`src/rtl/wu_line_pkg.sv`:
```
`timescale 1ns / 1ps
// ----------------------------------------------------------------------------
// wu_line_pkg
// Shared types and constants for the antialiased line rasterizer.
// ----------------------------------------------------------------------------
package wu_line_pkg;

    localparam int CANVAS_W = 32;
    localparam int CANVAS_H = 32;
    localparam int COORD_W  = 5;
    localparam int FRAC_W   = 16;
    localparam int COV_W    = 9;
    localparam int BITS_W   = 4;
    localparam int DIV_CNT_W = 5;

    typedef enum logic [2:0] {
        ST_IDLE,
        ST_SETUP,
        ST_DIVIDE,
        ST_FIRST,
        ST_STEP,
        ST_PAIR,
        ST_MAIN,
        ST_END
    } wu_state_t;

    typedef enum logic [1:0] {
        KIND_FLAT,
        KIND_STEEP,
        KIND_SHALLOW
    } wu_kind_t;

    // Controller to datapath.
    typedef struct packed {
        logic load;      // capture a new line
        logic setup;     // order endpoints and compute deltas
        logic div_start; // clear divider
        logic div_step;  // one restoring division step
        logic advance;   // step along major axis
        logic emit;      // present a pixel
        logic sel_pair;  // pixel is the paired one
        logic sel_end;   // pixel is the far endpoint
        logic sel_first; // pixel is the near endpoint
        logic is_last;   // pixel is the final one of the line
    } wu_cmd_t;

    // Datapath to controller.
    typedef struct packed {
        logic     off_canvas;
        wu_kind_t kind;
        logic     div_done;
        logic     steps_done; // no interior steps remain
        logic     pair_ok;    // paired pixel lies on the canvas
        logic     out_free;   // output register can take a pixel
    } wu_status_t;

endpackage

```
`src/rtl/wu_line_ctrl.sv`:
```
`timescale 1ns / 1ps
// ----------------------------------------------------------------------------
// wu_line_ctrl
// Sequencer that walks one line: setup, division, then pixel emission.
// ----------------------------------------------------------------------------
module wu_line_ctrl
    import wu_line_pkg::*;
(
    input  logic       clk,
    input  logic       rst_n,
    input  logic       in_valid,
    output logic       in_ready,
    input  wu_status_t status,
    output wu_cmd_t    cmd
);

    wu_state_t state_reg, state_next;

    always_ff @(posedge clk or negedge rst_n)
    begin
        if (!rst_n)
        begin
            state_reg <= ST_IDLE;
        end
        else
        begin
            state_reg <= state_next;
        end
    end

    always_comb
    begin
        state_next = state_reg;
        unique case (state_reg)
            ST_IDLE:
            begin
                if (in_valid)
                begin
                    state_next = ST_SETUP;
                end
            end
            ST_SETUP:
            begin
                if (status.off_canvas)
                begin
                    state_next = ST_IDLE;
                end
                else
                begin
                    state_next = ST_DIVIDE;
                end
            end
            ST_DIVIDE:
            begin
                if (status.div_done || status.kind == KIND_FLAT)
                begin
                    state_next = ST_FIRST;
                end
            end
            ST_FIRST:
            begin
                if (status.out_free)
                begin
                    if (status.steps_done)
                    begin
                        state_next = (status.kind == KIND_FLAT) ? ST_IDLE : ST_END;
                    end
                    else
                    begin
                        state_next = ST_STEP;
                    end
                end
            end
            ST_STEP:
            begin
                if (status.kind == KIND_FLAT)
                begin
                    if (status.out_free)
                    begin
                        state_next = status.steps_done ? ST_IDLE : ST_STEP;
                    end
                end
                else
                begin
                    state_next = ST_PAIR;
                end
            end
            ST_PAIR:
            begin
                // The paired pixel is checked against the canvas after the step.
                if (!status.pair_ok || status.out_free)
                begin
                    state_next = ST_MAIN;
                end
            end
            ST_MAIN:
            begin
                if (status.out_free)
                begin
                    state_next = status.steps_done ? ST_END : ST_STEP;
                end
            end
            ST_END:
            begin
                if (status.out_free)
                begin
                    state_next = ST_IDLE;
                end
            end
            default:
            begin
                state_next = ST_IDLE;
            end
        endcase
    end

    always_comb
    begin
        cmd      = '0;
        in_ready = 1'b0;
        unique case (state_reg)
            ST_IDLE:
            begin
                in_ready = 1'b1;
                cmd.load = in_valid;
            end
            ST_SETUP:
            begin
                cmd.setup     = 1'b1;
                cmd.div_start = 1'b1;
            end
            ST_DIVIDE:
            begin
                cmd.div_step = 1'b1;
            end
            ST_FIRST:
            begin
                cmd.emit      = status.out_free;
                cmd.sel_first = 1'b1;
                cmd.is_last   = status.steps_done && status.kind == KIND_FLAT;
            end
            ST_STEP:
            begin
                // Flat lines emit directly here; sloped lines step the accumulator.
                if (status.kind == KIND_FLAT)
                begin
                    cmd.emit    = status.out_free;
                    cmd.advance = status.out_free;
                    cmd.is_last = status.steps_done;
                end
                else
                begin
                    cmd.advance = 1'b1;
                end
            end
            ST_PAIR:
            begin
                cmd.emit     = status.out_free && status.pair_ok;
                cmd.sel_pair = 1'b1;
            end
            ST_MAIN:
            begin
                cmd.emit = status.out_free;
            end
            ST_END:
            begin
                cmd.emit    = status.out_free;
                cmd.sel_end = 1'b1;
                cmd.is_last = 1'b1;
            end
            default:
            begin
                cmd = '0;
            end
        endcase
    end

    property p_accept_only_idle;
        @(posedge clk) disable iff (!rst_n) cmd.load |-> state_reg == ST_IDLE;
    endproperty
    assert property (p_accept_only_idle) else $error("line accepted while busy");

    property p_end_is_last;
        @(posedge clk) disable iff (!rst_n) (cmd.emit && cmd.sel_end) |-> cmd.is_last;
    endproperty
    assert property (p_end_is_last) else $error("end pixel not marked last");

    property p_emit_needs_room;
        @(posedge clk) disable iff (!rst_n) cmd.emit |-> status.out_free;
    endproperty
    assert property (p_emit_needs_room) else $error("pixel emitted into full register");

endmodule

```
`src/rtl/wu_line_dp.sv`:
```
`timescale 1ns / 1ps
// ----------------------------------------------------------------------------
// wu_line_dp
// Endpoint registers, serial divider, error accumulator and output register.
// ----------------------------------------------------------------------------
module wu_line_dp
    import wu_line_pkg::*;
(
    input  logic                 clk,
    input  logic                 rst_n,
    input  wu_cmd_t              cmd,
    output wu_status_t           status,
    input  logic [COORD_W-1:0]   x_start,
    input  logic [COORD_W-1:0]   y_start,
    input  logic [COORD_W-1:0]   x_end,
    input  logic [COORD_W-1:0]   y_end,
    input  logic [31:0]          line_color,
    input  logic [BITS_W-1:0]    bits_cfg,
    output logic                 out_valid,
    input  logic                 out_ready,
    output logic [COORD_W-1:0]   pixel_x,
    output logic [COORD_W-1:0]   pixel_y,
    output logic [31:0]          pixel_color,
    output logic [COV_W-1:0]     coverage,
    output logic                 blend,
    output logic                 last
);

    logic [COORD_W-1:0] xa_reg, ya_reg, xb_reg, yb_reg;
    logic [31:0]        col_reg;
    logic [COORD_W-1:0] x0_reg, y0_reg, x1_reg, y1_reg;
    logic [COORD_W-1:0] cx_reg, cy_reg;
    logic               xneg_reg;
    logic [COORD_W-1:0] major_reg, cnt_reg;
    logic               diag_reg;
    wu_kind_t           kind_reg;
    logic               off_reg;
    logic [FRAC_W-1:0]  acc_reg;
    logic [FRAC_W-1:0]  quo_reg;
    logic [COORD_W:0]   rem_reg;
    logic [DIV_CNT_W-1:0] dcnt_reg;
    logic [3:0]         bits_reg;

    // Endpoint ordering and deltas, used in the setup cycle.
    logic               swap;
    logic [COORD_W-1:0] sx0, sy0, sx1, sy1, adx, ady;
    logic               sneg;
    always_comb
    begin
        swap = ya_reg > yb_reg;
        sx0  = swap ? xb_reg : xa_reg;
        sy0  = swap ? yb_reg : ya_reg;
        sx1  = swap ? xa_reg : xb_reg;
        sy1  = swap ? ya_reg : yb_reg;
        sneg = sx1 < sx0;
        adx  = sneg ? (sx0 - sx1) : (sx1 - sx0);
        ady  = sy1 - sy0;
    end

    // Restoring division step on (minor << 16) / major.
    logic [COORD_W+1:0] trial;
    logic [COORD_W+1:0] shifted;
    always_comb
    begin
        shifted = {rem_reg, quo_reg[FRAC_W-1]};
        trial   = shifted - {2'b00, major_reg};
    end

    logic [FRAC_W:0]    acc_sum;
    logic [FRAC_W-1:0]  wgt;
    logic [COV_W-1:0]   levels;
    logic [COORD_W:0]   px_w, py_w;
    logic [COORD_W-1:0] xstep;
    always_comb
    begin
        acc_sum = {1'b0, acc_reg} + {1'b0, quo_reg};
        levels  = COV_W'(1) << bits_reg;
        wgt     = acc_reg >> (FRAC_W - 32'(bits_reg));
        xstep   = xneg_reg ? cx_reg - 1'b1 : cx_reg + 1'b1;
        if (kind_reg == KIND_STEEP)
        begin
            px_w = xneg_reg ? {1'b0, cx_reg} - 1'b1 : {1'b0, cx_reg} + 1'b1;
            py_w = {1'b0, cy_reg};
        end
        else
        begin
            px_w = {1'b0, cx_reg};
            py_w = {1'b0, cy_reg} + 1'b1;
        end
    end

    logic pair_ok;
    assign pair_ok = !px_w[COORD_W] && !py_w[COORD_W];

    always_ff @(posedge clk)
    begin
        if (cmd.load)
        begin
            xa_reg  <= x_start;
            ya_reg  <= y_start;
            xb_reg  <= x_end;
            yb_reg  <= y_end;
            col_reg <= line_color;
            bits_reg <= (bits_cfg == 4'd0) ? 4'd1 : (bits_cfg > 4'd8) ? 4'd8 : bits_cfg;
            off_reg <= 1'b0;
        end
        if (cmd.setup)
        begin
            x0_reg   <= sx0;
            y0_reg   <= sy0;
            x1_reg   <= sx1;
            y1_reg   <= sy1;
            cx_reg   <= sx0;
            cy_reg   <= sy0;
            xneg_reg <= sneg;
            acc_reg  <= '0;
            if (ady == '0 || adx == '0 || adx == ady)
            begin
                kind_reg  <= KIND_FLAT;
                major_reg <= (ady == '0) ? adx : ady;
                cnt_reg   <= (ady == '0) ? adx : ady;
                diag_reg  <= adx != '0;
            end
            else if (ady > adx)
            begin
                kind_reg  <= KIND_STEEP;
                major_reg <= ady;
                cnt_reg   <= ady - 1'b1;
                diag_reg  <= 1'b0;
            end
            else
            begin
                kind_reg  <= KIND_SHALLOW;
                major_reg <= adx;
                cnt_reg   <= adx - 1'b1;
                diag_reg  <= 1'b0;
            end
        end
        if (cmd.div_start)
        begin
            rem_reg  <= '0;
            dcnt_reg <= '0;
            quo_reg  <= {ady > adx ? adx : ady, 11'd0};
        end
        else if (cmd.div_step)
        begin
            // Dividend bits shift out of quo_reg top while quotient bits enter low.
            dcnt_reg <= dcnt_reg + 1'b1;
            if (!trial[COORD_W+1])
            begin
                rem_reg <= trial[COORD_W:0];
                quo_reg <= {quo_reg[FRAC_W-2:0], 1'b1};
            end
            else
            begin
                rem_reg <= shifted[COORD_W:0];
                quo_reg <= {quo_reg[FRAC_W-2:0], 1'b0};
            end
        end
        if (cmd.advance)
        begin
            cnt_reg <= cnt_reg - 1'b1;
            if (kind_reg == KIND_FLAT)
            begin
                if (major_reg != y1_reg - y0_reg || y1_reg == y0_reg)
                begin
                    cx_reg <= xstep;
                end
                else
                begin
                    cy_reg <= cy_reg + 1'b1;
                    if (diag_reg)
                    begin
                        cx_reg <= xstep;
                    end
                end
            end
            else
            begin
                acc_reg <= acc_sum[FRAC_W-1:0];
                if (kind_reg == KIND_STEEP)
                begin
                    cy_reg <= cy_reg + 1'b1;
                    if (acc_sum[FRAC_W])
                    begin
                        cx_reg <= xstep;
                    end
                end
                else
                begin
                    cx_reg <= xstep;
                    if (acc_sum[FRAC_W])
                    begin
                        cy_reg <= cy_reg + 1'b1;
                    end
                end
            end
        end
    end

    // Dividend is minor<<16; loaded as minor<<11 so 21 steps produce 16 quotient bits.
    // The upper five quotient bits are always zero because minor < major.
    logic div_done;
    assign div_done = dcnt_reg == DIV_CNT_W'(FRAC_W + COORD_W - 1);

    logic out_valid_reg;
    always_ff @(posedge clk or negedge rst_n)
    begin
        if (!rst_n)
        begin
            out_valid_reg <= 1'b0;
        end
        else if (cmd.emit)
        begin
            out_valid_reg <= 1'b1;
        end
        else if (out_ready)
        begin
            out_valid_reg <= 1'b0;
        end
    end

    always_ff @(posedge clk)
    begin
        if (cmd.emit)
        begin
            pixel_color <= col_reg;
            last        <= cmd.is_last;
            if (cmd.sel_first)
            begin
                pixel_x  <= x0_reg;
                pixel_y  <= y0_reg;
                coverage <= levels;
                blend    <= 1'b0;
            end
            else if (cmd.sel_end)
            begin
                pixel_x  <= x1_reg;
                pixel_y  <= y1_reg;
                coverage <= levels;
                blend    <= 1'b0;
            end
            else if (kind_reg == KIND_FLAT)
            begin
                pixel_x  <= (major_reg != y1_reg - y0_reg || y1_reg == y0_reg) ? xstep :
                            (diag_reg ? xstep : cx_reg);
                pixel_y  <= (major_reg != y1_reg - y0_reg || y1_reg == y0_reg) ? cy_reg :
                            cy_reg + 1'b1;
                coverage <= levels;
                blend    <= 1'b0;
            end
            else if (cmd.sel_pair)
            begin
                pixel_x  <= px_w[COORD_W-1:0];
                pixel_y  <= py_w[COORD_W-1:0];
                coverage <= COV_W'(wgt);
                blend    <= 1'b1;
            end
            else
            begin
                pixel_x  <= cx_reg;
                pixel_y  <= cy_reg;
                coverage <= levels - COV_W'(wgt);
                blend    <= 1'b1;
            end
        end
    end

    assign out_valid = out_valid_reg;

    always_comb
    begin
        status.off_canvas = off_reg;
        status.kind       = kind_reg;
        status.div_done   = div_done;
        status.steps_done = (cmd.sel_first || cmd.sel_end) ? (cnt_reg == '0)
                          : (kind_reg == KIND_FLAT) ? (cnt_reg == 5'd1) : (cnt_reg == '0);
        status.pair_ok    = pair_ok;
        status.out_free   = !out_valid_reg || out_ready;
    end

    property p_pair_weight_fits;
        @(posedge clk) disable iff (!rst_n)
            (cmd.emit && cmd.sel_pair) |-> (COV_W'(wgt) < levels);
    endproperty
    assert property (p_pair_weight_fits) else $error("coverage weight overflow");

    property p_emit_raises_valid;
        @(posedge clk) disable iff (!rst_n) cmd.emit |=> out_valid_reg;
    endproperty
    assert property (p_emit_raises_valid) else $error("emitted pixel not shown");

    property p_div_below_major;
        @(posedge clk) disable iff (!rst_n)
            (cmd.div_step && kind_reg != KIND_FLAT) |=> (rem_reg < {1'b0, major_reg});
    endproperty
    assert property (p_div_below_major) else $error("divider remainder out of range");

endmodule

```
`src/rtl/wu_antialiased_line_rasterizer.sv`:
```
`timescale 1ns / 1ps
// ----------------------------------------------------------------------------
// wu_antialiased_line_rasterizer
// Top level of the Wu antialiased line rasterizer.
// ----------------------------------------------------------------------------
// Usage: a line item enters on the s_axis channel (endpoints and color). The
// block emits the line's pixels, in walking order, on m_axis, with tlast set
// on the final pixel of the line. Coverage is in units of 1/2^intensity_bits;
// blend = 1 asks downstream to mix with the framebuffer. The intensity_bits
// register is written through the cfg channel; the user must write it only
// while idle, as the block does not enforce this. One line is handled at a
// time. After acceptance a setup state orders the endpoints, then a bit-serial
// restoring divider forms the 16-bit slope for sloped lines. Pixels then
// leave at up to one per cycle from a single output register; each interior
// step of a sloped line first passes through an accumulator update state
// that emits no pixel. When the receiver stalls, the output register holds
// its item and the walk pauses; nothing is lost.
// Reset returns to idle with intensity_bits at 8 and no pixel pending.
// Endpoints are 5-bit so they always lie on the 32 x 32 canvas.
// ----------------------------------------------------------------------------
module wu_antialiased_line_rasterizer
    import wu_line_pkg::*;
(
    input  logic        clk,
    input  logic        rst_n,
    input  logic        s_axis_tvalid,
    output logic        s_axis_tready,
    // x_start[4:0], y_start[9:5], x_end[14:10], y_end[19:15], line_color[51:20]
    input  logic [55:0] s_axis_tdata,
    output logic        m_axis_tvalid,
    input  logic        m_axis_tready,
    // pixel_x[4:0], pixel_y[9:5], pixel_color[41:10], coverage[50:42]
    output logic [55:0] m_axis_tdata,
    // blend
    output logic        m_axis_tuser,
    output logic        m_axis_tlast,
    input  logic        cfg_valid,
    output logic        cfg_ready,
    input  logic [3:0]  cfg_data
);

    logic [BITS_W-1:0] bits_reg;
    wu_cmd_t           cmd;
    wu_status_t        status;
    logic [COORD_W-1:0] px, py;
    logic [31:0]        pcol;
    logic [COV_W-1:0]   cov;

    // The register is always writable; the user must make writes only while idle, as the block does not enforce this.
    assign cfg_ready = 1'b1;
    always_ff @(posedge clk or negedge rst_n)
    begin
        if (!rst_n)
        begin
            bits_reg <= 4'd8;
        end
        else if (cfg_valid)
        begin
            bits_reg <= cfg_data;
        end
    end

    wu_line_ctrl u_ctrl (
        .clk      (clk),
        .rst_n    (rst_n),
        .in_valid (s_axis_tvalid),
        .in_ready (s_axis_tready),
        .status   (status),
        .cmd      (cmd)
    );

    wu_line_dp u_dp (
        .clk         (clk),
        .rst_n       (rst_n),
        .cmd         (cmd),
        .status      (status),
        .x_start     (s_axis_tdata[4:0]),
        .y_start     (s_axis_tdata[9:5]),
        .x_end       (s_axis_tdata[14:10]),
        .y_end       (s_axis_tdata[19:15]),
        .line_color  (s_axis_tdata[51:20]),
        .bits_cfg    (bits_reg),
        .out_valid   (m_axis_tvalid),
        .out_ready   (m_axis_tready),
        .pixel_x     (px),
        .pixel_y     (py),
        .pixel_color (pcol),
        .coverage    (cov),
        .blend       (m_axis_tuser),
        .last        (m_axis_tlast)
    );

    assign m_axis_tdata = {5'd0, cov, pcol, py, px};

    property p_no_accept_while_out;
        @(posedge clk) disable iff (!rst_n)
            (s_axis_tvalid && s_axis_tready && m_axis_tvalid) |-> m_axis_tlast;
    endproperty
    assert property (p_no_accept_while_out) else $error("new line before last pixel");

    property p_last_ends_line;
        @(posedge clk) disable iff (!rst_n)
            (m_axis_tvalid && m_axis_tready && !m_axis_tlast) |-> !s_axis_tready;
    endproperty
    assert property (p_last_ends_line) else $error("ready while line still open");

    property p_cov_range;
        @(posedge clk) disable iff (!rst_n)
            m_axis_tvalid |-> (cov <= 9'd256);
    endproperty
    assert property (p_cov_range) else $error("coverage out of range");

endmodule

```
`config.mk`:
```
export PLATFORM = sky130hd
export DESIGN_NAME = wu_antialiased_line_rasterizer
export DESIGN_NICKNAME = d
export VERILOG_FILES = /design/src/rtl/wu_line_pkg.sv /design/src/rtl/wu_line_ctrl.sv /design/src/rtl/wu_line_dp.sv /design/src/rtl/wu_antialiased_line_rasterizer.sv
export SDC_FILE = /design/constraint.sdc
export NUM_CORES = 1
export LEC_CHECK = 0
export BUFFER_PORTS_ARGS = -buffer_cell sky130_fd_sc_hd__buf_2
export CAP_MARGIN = 20
export CORE_MARGIN = 10
export CORE_UTILIZATION = 45
export DETAILED_ROUTE_END_ITERATION = 12
export HOLD_SLACK_MARGIN = 0.15
export PLACE_DENSITY = 0.7
export SLEW_MARGIN = 20
export SYNTH_ARGS = -nofsm -noshare
export SYNTH_HDL_FRONTEND = slang
export SYNTH_SLANG_ARGS = --single-unit
```
`constraint.sdc`:
```
create_clock -name clk -period 15.4 [get_ports clk]
set_input_delay 3.08 -clock clk [delete_from_list [all_inputs] [get_ports clk]]
set_output_delay 3.08 -clock clk [all_outputs]
set_load 0.005 [all_outputs]
```
==> run summary, run 1 <==
The analysis attributes to cell leakage a power of 5.28 nW. The relative area change from synthesis to final layout works out to 14.1%. The number of distinct library cell variants in the gate-level netlist after synthesis was 77. The run gives 0 as the antenna cell count.

The run gives 0.457 as the starting density of the core. The first global-routing pass estimated 41800 um of wire. On the final layout, the worst clock skew is 19.0 ps.

Yosys mapped a number of flops with a built-in enable equal to 148. The maximum VDD drop came out at 0.118 mV. After technology mapping, the gate count stands at 1106. Data arrives at the worst endpoint at 6250 ps. TritonCTS built the clock tree. The run finished with clean final reports.

The number of global-route vias before repair is 8059. The number of levels the H-tree was split into was 1. The overall track demand over capacity in global routing came out at 0.150.

The logs give 1.78 mW for the internal power contribution and 3.00 mW for the power consumption. The type of element capturing the critical path is a flop. The first detailed-routing pass took 5 iterations.

The worst setup path is of the reg -> reg kind. The required time at the worst-slack endpoint was 15650 ps; the iteration-0 DRC count of the detailed router was 685. Of all nets on the critical path, the largest fanout is 25. The logs give 0.183 for the power share of the clock group and 25100 um for the total wire length after detailed routing. Most frequently used flop master after synthesis: sky130_fd_sc_hd__edfxtp_1.

The largest net degree at the start of global routing was 62; the total vias in the final route was 8420. The tools report the nature of the critical path startpoint as a flop. In this run the critical register-to-register path is launched from u_dp.ya_reg[2]. The clock transition time at the flip-flop clock pins of the worst setup and hold paths is 60 ps.

The worst path in the final design needs a cycle of 6000 ps, including I/O delays and setup. The post-synthesis sequential area ratio is 0.489. The max-slew violation count was 0; the count of input and output buffers was 115. The die is 180 um wide.

The run gives 0.928 as the routability congestion estimate from global placement. For the post-CTS repair timing setup buffer count, the log shows 0. The proportion of power drawn by flip-flops and latches is 0.331, and the final cell utilization of the core is 0.521.

For the total non-filler cell area in the finished layout, the log shows 13100 um2. Insertion delay to the later sink of the worst-skew pair: 510 ps. Summed over all nets, the half-perimeter wirelength after detailed placement is 18400 um. The number of vias per cell came out at 5.44. sky130_fd_sc_hd__edfxtp_1 takes more of the synthesized area than any other cell. The logs give 167 MHz for the maximum clock frequency and 0 ps for the total negative slack. Summed over all nets, the switching power comes to 1.22 mW. The ratio of final minimum period to clock period was 0.390; the standard cell area after detailed placement was 12300 um2. The tools report the number of hold-slack violations in the final timing report as 0. In this run the mean area of a mapped cell was 10.4 um2. The relative slew slack was 0.343. Total power per unit cell area: 229 nW/um2. The clock passes through at most 3 buffers. The worst hold-check path type was reg -> reg. The total number of yosys warnings was 0; the switching share of power was 0.406. The actual slew at the worst max-slew pin is 986 ps. The share of post-route cells with drive strength above 1 is 0.173. The average detailed-routed wire length per instance is 16.2 um, and the number of design rule violations left after detail routing is 0. The run gives 0 as the post-cts gate resize count. The share of synthesized registers carrying an async set or reset was 0.0392. The number of core rows was 58; the I/O pin count was 126.

The leading cell type by number of instances after synthesis was sky130_fd_sc_hd__edfxtp_1. The die boundary height came out at 180 um. Sorting the synthesized cells by area gives the leading types as sky130_fd_sc_hd__edfxtp_1 (39%), sky130_fd_sc_hd__dfxtp_1 (8.4%), sky130_fd_sc_hd__ha_1 (6.7%). For this run the aggregate overflow at the end of global routing stands at 0. The number of hold buffers added after CTS was 0. Setup repair after global routing left no endpoint under its margin. The post-synthesis cell area is 11500 um2, and the combinational share of power is 0.486. The clock tree root buffer cell is sky130_fd_sc_hd__clkbuf_16. The core area is 25100 um2, and the number of buffers added by the clock tree synthesis step is 23.

The logs give 1333 for the net total in the final layout and 0 for the remaining antenna violation count after routing. The clock net in this run drives a total of 204 sinks. The area share of the largest cell type after synthesis was 0.388; the die area was 32300 um2. Setup violations remaining at the end of the flow were counted as 0. The synthesis-stage register bit count was 204.

The commonest cells after synthesis are sky130_fd_sc_hd__edfxtp_1 (148), sky130_fd_sc_hd__nand2_1 (124), sky130_fd_sc_hd__o21ai_0 (79). The tools report the worst min-delay path startpoint as u_dp.col_reg[25]. In this run the worst setup path begins at u_dp.ya_reg[2]. The reported max-cap violation count was 0; the worst slack on hold paths was 418 ps. For the number of antenna violations at the first check in global routing, the log shows 0.
power groups by stage:
stage,clock (mW),sequential [mW],combinational [mW]
after floorplan,0,0.966,1.10
after global placement,0,0.997,1.40
after detailed placement,0,1.00,1.43
after CTS,0.564,0.994,1.44
after global routing,0.590,1.02,1.64
final,0.550,0.994,1.46
layout make-up:
type / count / area (um2)
clock inverter: 14 / 111
sequential: 204 / 5610
inverter: 60 / 225
fill: 2251 / 12000
tap: 330 / 413
timing repair buffer: 126 / 658
clock buffer: 28 / 669
multi-input combinational: 787 / 5400
cell usage in the layout (no fill, tap or decap), drive strengths merged, types with 7 or more instances in the layout:
cell type,instances
a211oi,26
a21o,16
a21oi,65
a31oi,8
and2,8
and3,8
buf,126
clkbuf,28
clkinv,8
dfrtp,7
dfxtp,48
edfxtp,148
ha,61
inv,63
mux2,9
mux2i,36
mux4,8
nand2,124
nand2b,18
nand3,40
nor2,73
nor2b,26
nor3,12
o21ai,81
o31ai,9
xnor2,27
xor2,28
critical path: stages (launching register included):
cell,delay (ps)
sky130_fd_sc_hd__edfxtp_1,460
sky130_fd_sc_hd__ha_1,410
sky130_fd_sc_hd__and4_1,250
sky130_fd_sc_hd__and2_1,170
sky130_fd_sc_hd__a21oi_2,250
sky130_fd_sc_hd__buf_4,310
sky130_fd_sc_hd__nand2_1,100
sky130_fd_sc_hd__nor2_1,100
sky130_fd_sc_hd__a21oi_1,50
sky130_fd_sc_hd__ha_1,190
sky130_fd_sc_hd__a211oi_1,320
sky130_fd_sc_hd__o221a_2,240
sky130_fd_sc_hd__o21ai_0,60
sky130_fd_sc_hd__mux2i_1,210
sky130_fd_sc_hd__xnor2_2,220
sky130_fd_sc_hd__inv_1,130
sky130_fd_sc_hd__ha_1,330
sky130_fd_sc_hd__and3_1,180
sky130_fd_sc_hd__and3_1,260
sky130_fd_sc_hd__nor2_1,330
sky130_fd_sc_hd__buf_4,270
sky130_fd_sc_hd__mux2_2,390
sky130_fd_sc_hd__nor2b_4,130
sky130_fd_sc_hd__o31ai_1,90
sky130_fd_sc_hd__o31a_1,290
kinds of logic after synthesis:
group	synth area share
flops	0.489
xor+xnor	0.0433
compound gates	0.154
other cells	0.000655
simple gates	0.137
mux	0.0563
buf+inv	0.0424
fa+ha+maj	0.0772
per-stage QoR:
stage	cells	worst slack [ps]
final	1549	9400
after detailed placement	1506	9150
after floorplan	1110	9800
after global routing	1549	8880
after CTS	1548	9130
after global placement	1506	9230
routing by layer:
layer | global-route usage | part of all wire
met1 | 0.211 | 0.48
met2 | 0.236 | 0.44
met3 | 0.0287 | 0.058
met4 | 0.0318 | 0.019
met5 | 0 | 0
worst paths after layout:
kind	end	slack, ps	depth (start not counted)
min reg2reg	u_dp.pixel_color[25]	420	0
max reg2reg	u_dp.cnt_reg[4]	9400	24
max in group asynchronous	bits_reg[3]	12740	1
min	u_dp.pixel_color[25]	420	0
min in group asynchronous	bits_reg[2]	2410	1
max	u_dp.cnt_reg[4]	9400	24
Note: power is estimated with default switching activity, not from simulation.
==> inputs of run 2 (changes only) <==
--- a/config.mk
+++ b/config.mk
@@ -11,7 +11,7 @@
 export CORE_UTILIZATION = 45
 export DETAILED_ROUTE_END_ITERATION = 12
 export HOLD_SLACK_MARGIN = 0.15
-export PLACE_DENSITY = 0.7
+export PLACE_DENSITY = 0.72
 export SLEW_MARGIN = 20
 export SYNTH_ARGS = -nofsm -noshare
 export SYNTH_HDL_FRONTEND = slang
==> constraint.sdc (replaced) <==
create_clock -name clk -period 5.3 [get_ports clk]
set_input_delay 1.06 -clock clk [delete_from_list [all_inputs] [get_ports clk]]
set_output_delay 1.06 -clock clk [all_outputs]
set_load 0.005 [all_outputs]
==> run 2 against run 1 <==
Against the previous run:
- sequential power rose to 2.9 times the previous value
- via count up 2.3%
- non-clock buffer count up 27
- routed wire length up 3.8%
- clock power rose to 2.9 times the previous value
- die area unchanged
- cell count up 1.7%
- critical path depth down 5
- critical path type unchanged
- sequential cell count unchanged
- largest power group unchanged
- clock-buffer cell count down 3
==> run summary, run 2 (synthesis gave the netlist of run 1 again) <==
The flow ran to the end, and the final reports show no timing, DRC or antenna violations. Total power per unit cell area: 682 nW/um2 (+200%). The number of instances in the placed design came out at 1521 (+1.0%).

The number of buffers added by the clock tree synthesis step was 24 (+4.3%); the number of design rule violations left after detail routing was 0 (unchanged). The worst setup path is captured at a flop. Number of vias per cell: 5.47 (+0.56%).

In the layout the commonest cells are sky130_fd_sc_hd__edfxtp_1 (148), sky130_fd_sc_hd__nand2_1 (124), sky130_fd_sc_hd__buf_2 (115). The number of antenna violations at the first check in global routing is 0 (unchanged), and the setup slack of the worst register-to-register path is 230 ps (-9170 ps). The routability congestion estimate from global placement was 0.908 (-2.1%); the net total in the final layout was 1361 (+2.1%).

The total wire length after detailed routing is 26100 um (+3.8%), and the actual slew at the worst max-slew pin is 960 ps (-26.0 ps). The logs give 197 MHz (+18%) for the maximum clock frequency and 0 (unchanged) for the number of hold buffers added after CTS. Proportion of power drawn by flip-flops and latches: 0.319 (-0.012). The number of core rows is 58 (unchanged).

The run gives 19400 um (+5.5%) as the placed wire-length estimate. The worst setup path is of the reg -> reg kind. The insertion delay to the later sink of the worst-skew pair was 520 ps (about the same). The maximum fanout along the worst path is 7 (-72%). Total negative slack: 0 ps (unchanged). The maximum buffer depth of the clock tree is 3 (unchanged), and the detailed-router iteration count before antenna repair is 5 (unchanged). The logs give 638 (-6.9%) for the iteration-0 DRC count of the detailed router and 0 (unchanged) for the number of setup violations in the final report.

The antenna cell count was 0 (unchanged). The tools report the total overflow reported by the global router as 0 (unchanged). Remaining antenna violation count after routing: 0 (unchanged). The reported max-cap violation count is 0 (unchanged), and the clock transition time at the flip-flop clock pins of the worst setup and hold paths is 70 ps (about the same). The average detailed-routed wire length per instance was 16.6 um (+2.0%); the power share of the clock group was 0.174 (-0.009). The relative area change from synthesis to final layout came out at 16.5%.

The signal on the critical path passes through inv_2, ha_1, nor2b_1, o31a_1, o21ai_4, mux2_4, o311ai_4, mux2i_1, xnor2_2, inv_2, ha_1, and3_1, a221oi_2, buf_4, nor2_4, mux2_2, nor2b_4, o21ai_0, o31a_1. The logs give 8615 (+2.3%) for the total vias in the final route and 0.360 (+0.0173) for the relative slew slack. The ratio of final minimum period to clock period is 0.957 (+0.568), and the number of hold-slack violations in the final timing report is 0 (unchanged). The run gives 0.457 (unchanged) as the starting density of the core. The slowest stage of the critical path belongs to the cell sky130_fd_sc_hd__o311ai_4. The required time at the worst-slack endpoint came out at 5570 ps (-10080 ps).

For the core area, the log shows 25100 um2 (unchanged). The worst setup path is launched from a flop. For the standby leakage power, the log shows 5.41 nW (+2.4%).

The tools report the standard cell area after detailed placement as 12400 um2 (+0.98%). The global-route wire length before repair is 42500 um (+1.8%), and the count of input and output buffers is 115 (unchanged). The share of post-route cells with drive strength above 1 is 0.201 (+0.0284), and the arrival time of data at the critical path endpoint is 5340 ps (-910 ps).

The run gives 2199 (-2.3%) as the number of filler cells placed in the layout. Maximum VDD drop: 0.357 mV (+200%). The tools report the max-slew violation count as 0 (unchanged). The number of levels the H-tree was split into is 1 (unchanged), and the largest net degree at the start of global routing is 40 (-35%). The I/O pin count was 126 (unchanged); the total non-filler cell area in the finished layout was 13400 um2 (+2.1%).

The width of the die is 180 um (unchanged). The library cell used most frequently in the layout, excluding fill and tap cells, is sky130_fd_sc_hd__edfxtp_1. The tools report the clock tree root buffer cell as sky130_fd_sc_hd__clkbuf_16. Switching share of power: 0.404 (-0.00175). The combinational share of power is 0.507 (+0.021), and the clock tree skew after final layout is 14.6 ps (-4.44 ps). The die boundary height was 180 um (unchanged). Worst hold-check path type: in -> async. The internal power contribution is 5.43 mW (+200%), and the final cell count without fillers is 1576 (+1.7%). The number of clock sinks is 204 (unchanged), and the net switching power is 3.68 mW (+200%). The tools report the overall track demand over capacity in global routing as 0.154 (+0.00392). The die area is 32300 um2 (unchanged). The number of global-route vias before repair was 8186 (+1.6%); the peak per-stage delay on the critical path was 430 ps (-30 ps). The shortest period the worst path allows works out to 5070 ps (-926 ps). TritonCTS built the clock tree.
-- run 2: cell count changes in the layout (fill, tap and decap cells not counted), moves of 2 or more --
cell and change:
sky130_fd_sc_hd__buf_4 +25, sky130_fd_sc_hd__nor2_1 -4, sky130_fd_sc_hd__inv_1 -3, sky130_fd_sc_hd__inv_2 +3, sky130_fd_sc_hd__nor2_2 +3, sky130_fd_sc_hd__a2111oi_0 -2
sky130_fd_sc_hd__a2111oi_2 +2, sky130_fd_sc_hd__buf_6 +2, sky130_fd_sc_hd__clkbuf_16 -2, sky130_fd_sc_hd__clkinv_4 +2
-- run 2: power by group through the flow --
stage | registers [mW] | clock network [mW] | logic (mW)
floorplan | 2.81 | 0 | 3.21
global placement | 2.92 | 0 | 4.22
detailed placement | 2.94 | 0 | 4.34
CTS | 2.91 | 1.62 | 4.37
global route | 2.98 | 1.69 | 5.13
finish | 2.91 | 1.58 | 4.62
-- run 2: layer usage --
metal / vias up / wire, um / GRT usage
met5: - / 0 / 0
met1: 4032 / 12000 / 0.209
met3: 34 / 1690 / 0.0327
met2: 269 / 11900 / 0.249
li1: 4280 / - / -
met4: 0 / 538 / 0.0324
-- run 2: worst paths after layout --
check | cells after the start | startpoint | endpoint
worst max-delay path | 19 | u_dp.yb_reg[1] | u_dp.cnt_reg[4]
worst min-delay path | 1 | rst_n | u_dp.out_valid
worst max register to register | 19 | u_dp.yb_reg[1] | u_dp.cnt_reg[4]
worst min register to register | 0 | u_dp.col_reg[1] | u_dp.pixel_color[1]
max in group asynchronous | 1 | rst_n | bits_reg[3]
min in group clk | 0 | u_dp.col_reg[1] | u_dp.pixel_color[1]
-- run 2: cell type report --
class / count / area [um2] / share of cell area
Multi-Input combinational cell: 787 / 5480 / 0.410
Clock buffer: 25 / 604 / 0.0452
Tap cell: 330 / 413 / 0.0309
Inverter: 60 / 225 / 0.0169
Timing Repair Buffer: 153 / 868 / 0.0650
Clock inverter: 17 / 165 / 0.0124
Sequential cell: 204 / 5610 / 0.420
-- run 2: worst max-delay path: cells and delay by family, from the launching register on --
kind / cells / cell delay (ps)
xor gates and xnor gates: 1 / 210
AOI/OAI and AO/OA: 6 / 1390
buffers and inverters: 3 / 370
muxes: 3 / 1090
DFF: 1 / 420
adders and majority gates: 2 / 600
and+or+nand+nor: 4 / 730
-- run 2: timing repair --
item                       CTS  global route
gates resized for setup      1            20
hold endpoints to repair     0             0
pin swaps                    1             6
setup endpoints to repair    2            15
buffers inserted             0            13
-- run 2: per-stage QoR --
stage	power, mW	util	hold WS [ps]	setup WS, ps
2_1_floorplan	6.01	-	400	37.2
3_3_place_gp	7.13	0.495	400	122
3_5_place_dp	7.27	0.495	405	-42.5
4_1_cts	8.90	0.526	374	14.5
5_1_grt	9.80	0.532	383	-9.56
6_report	9.11	0.532	388	226
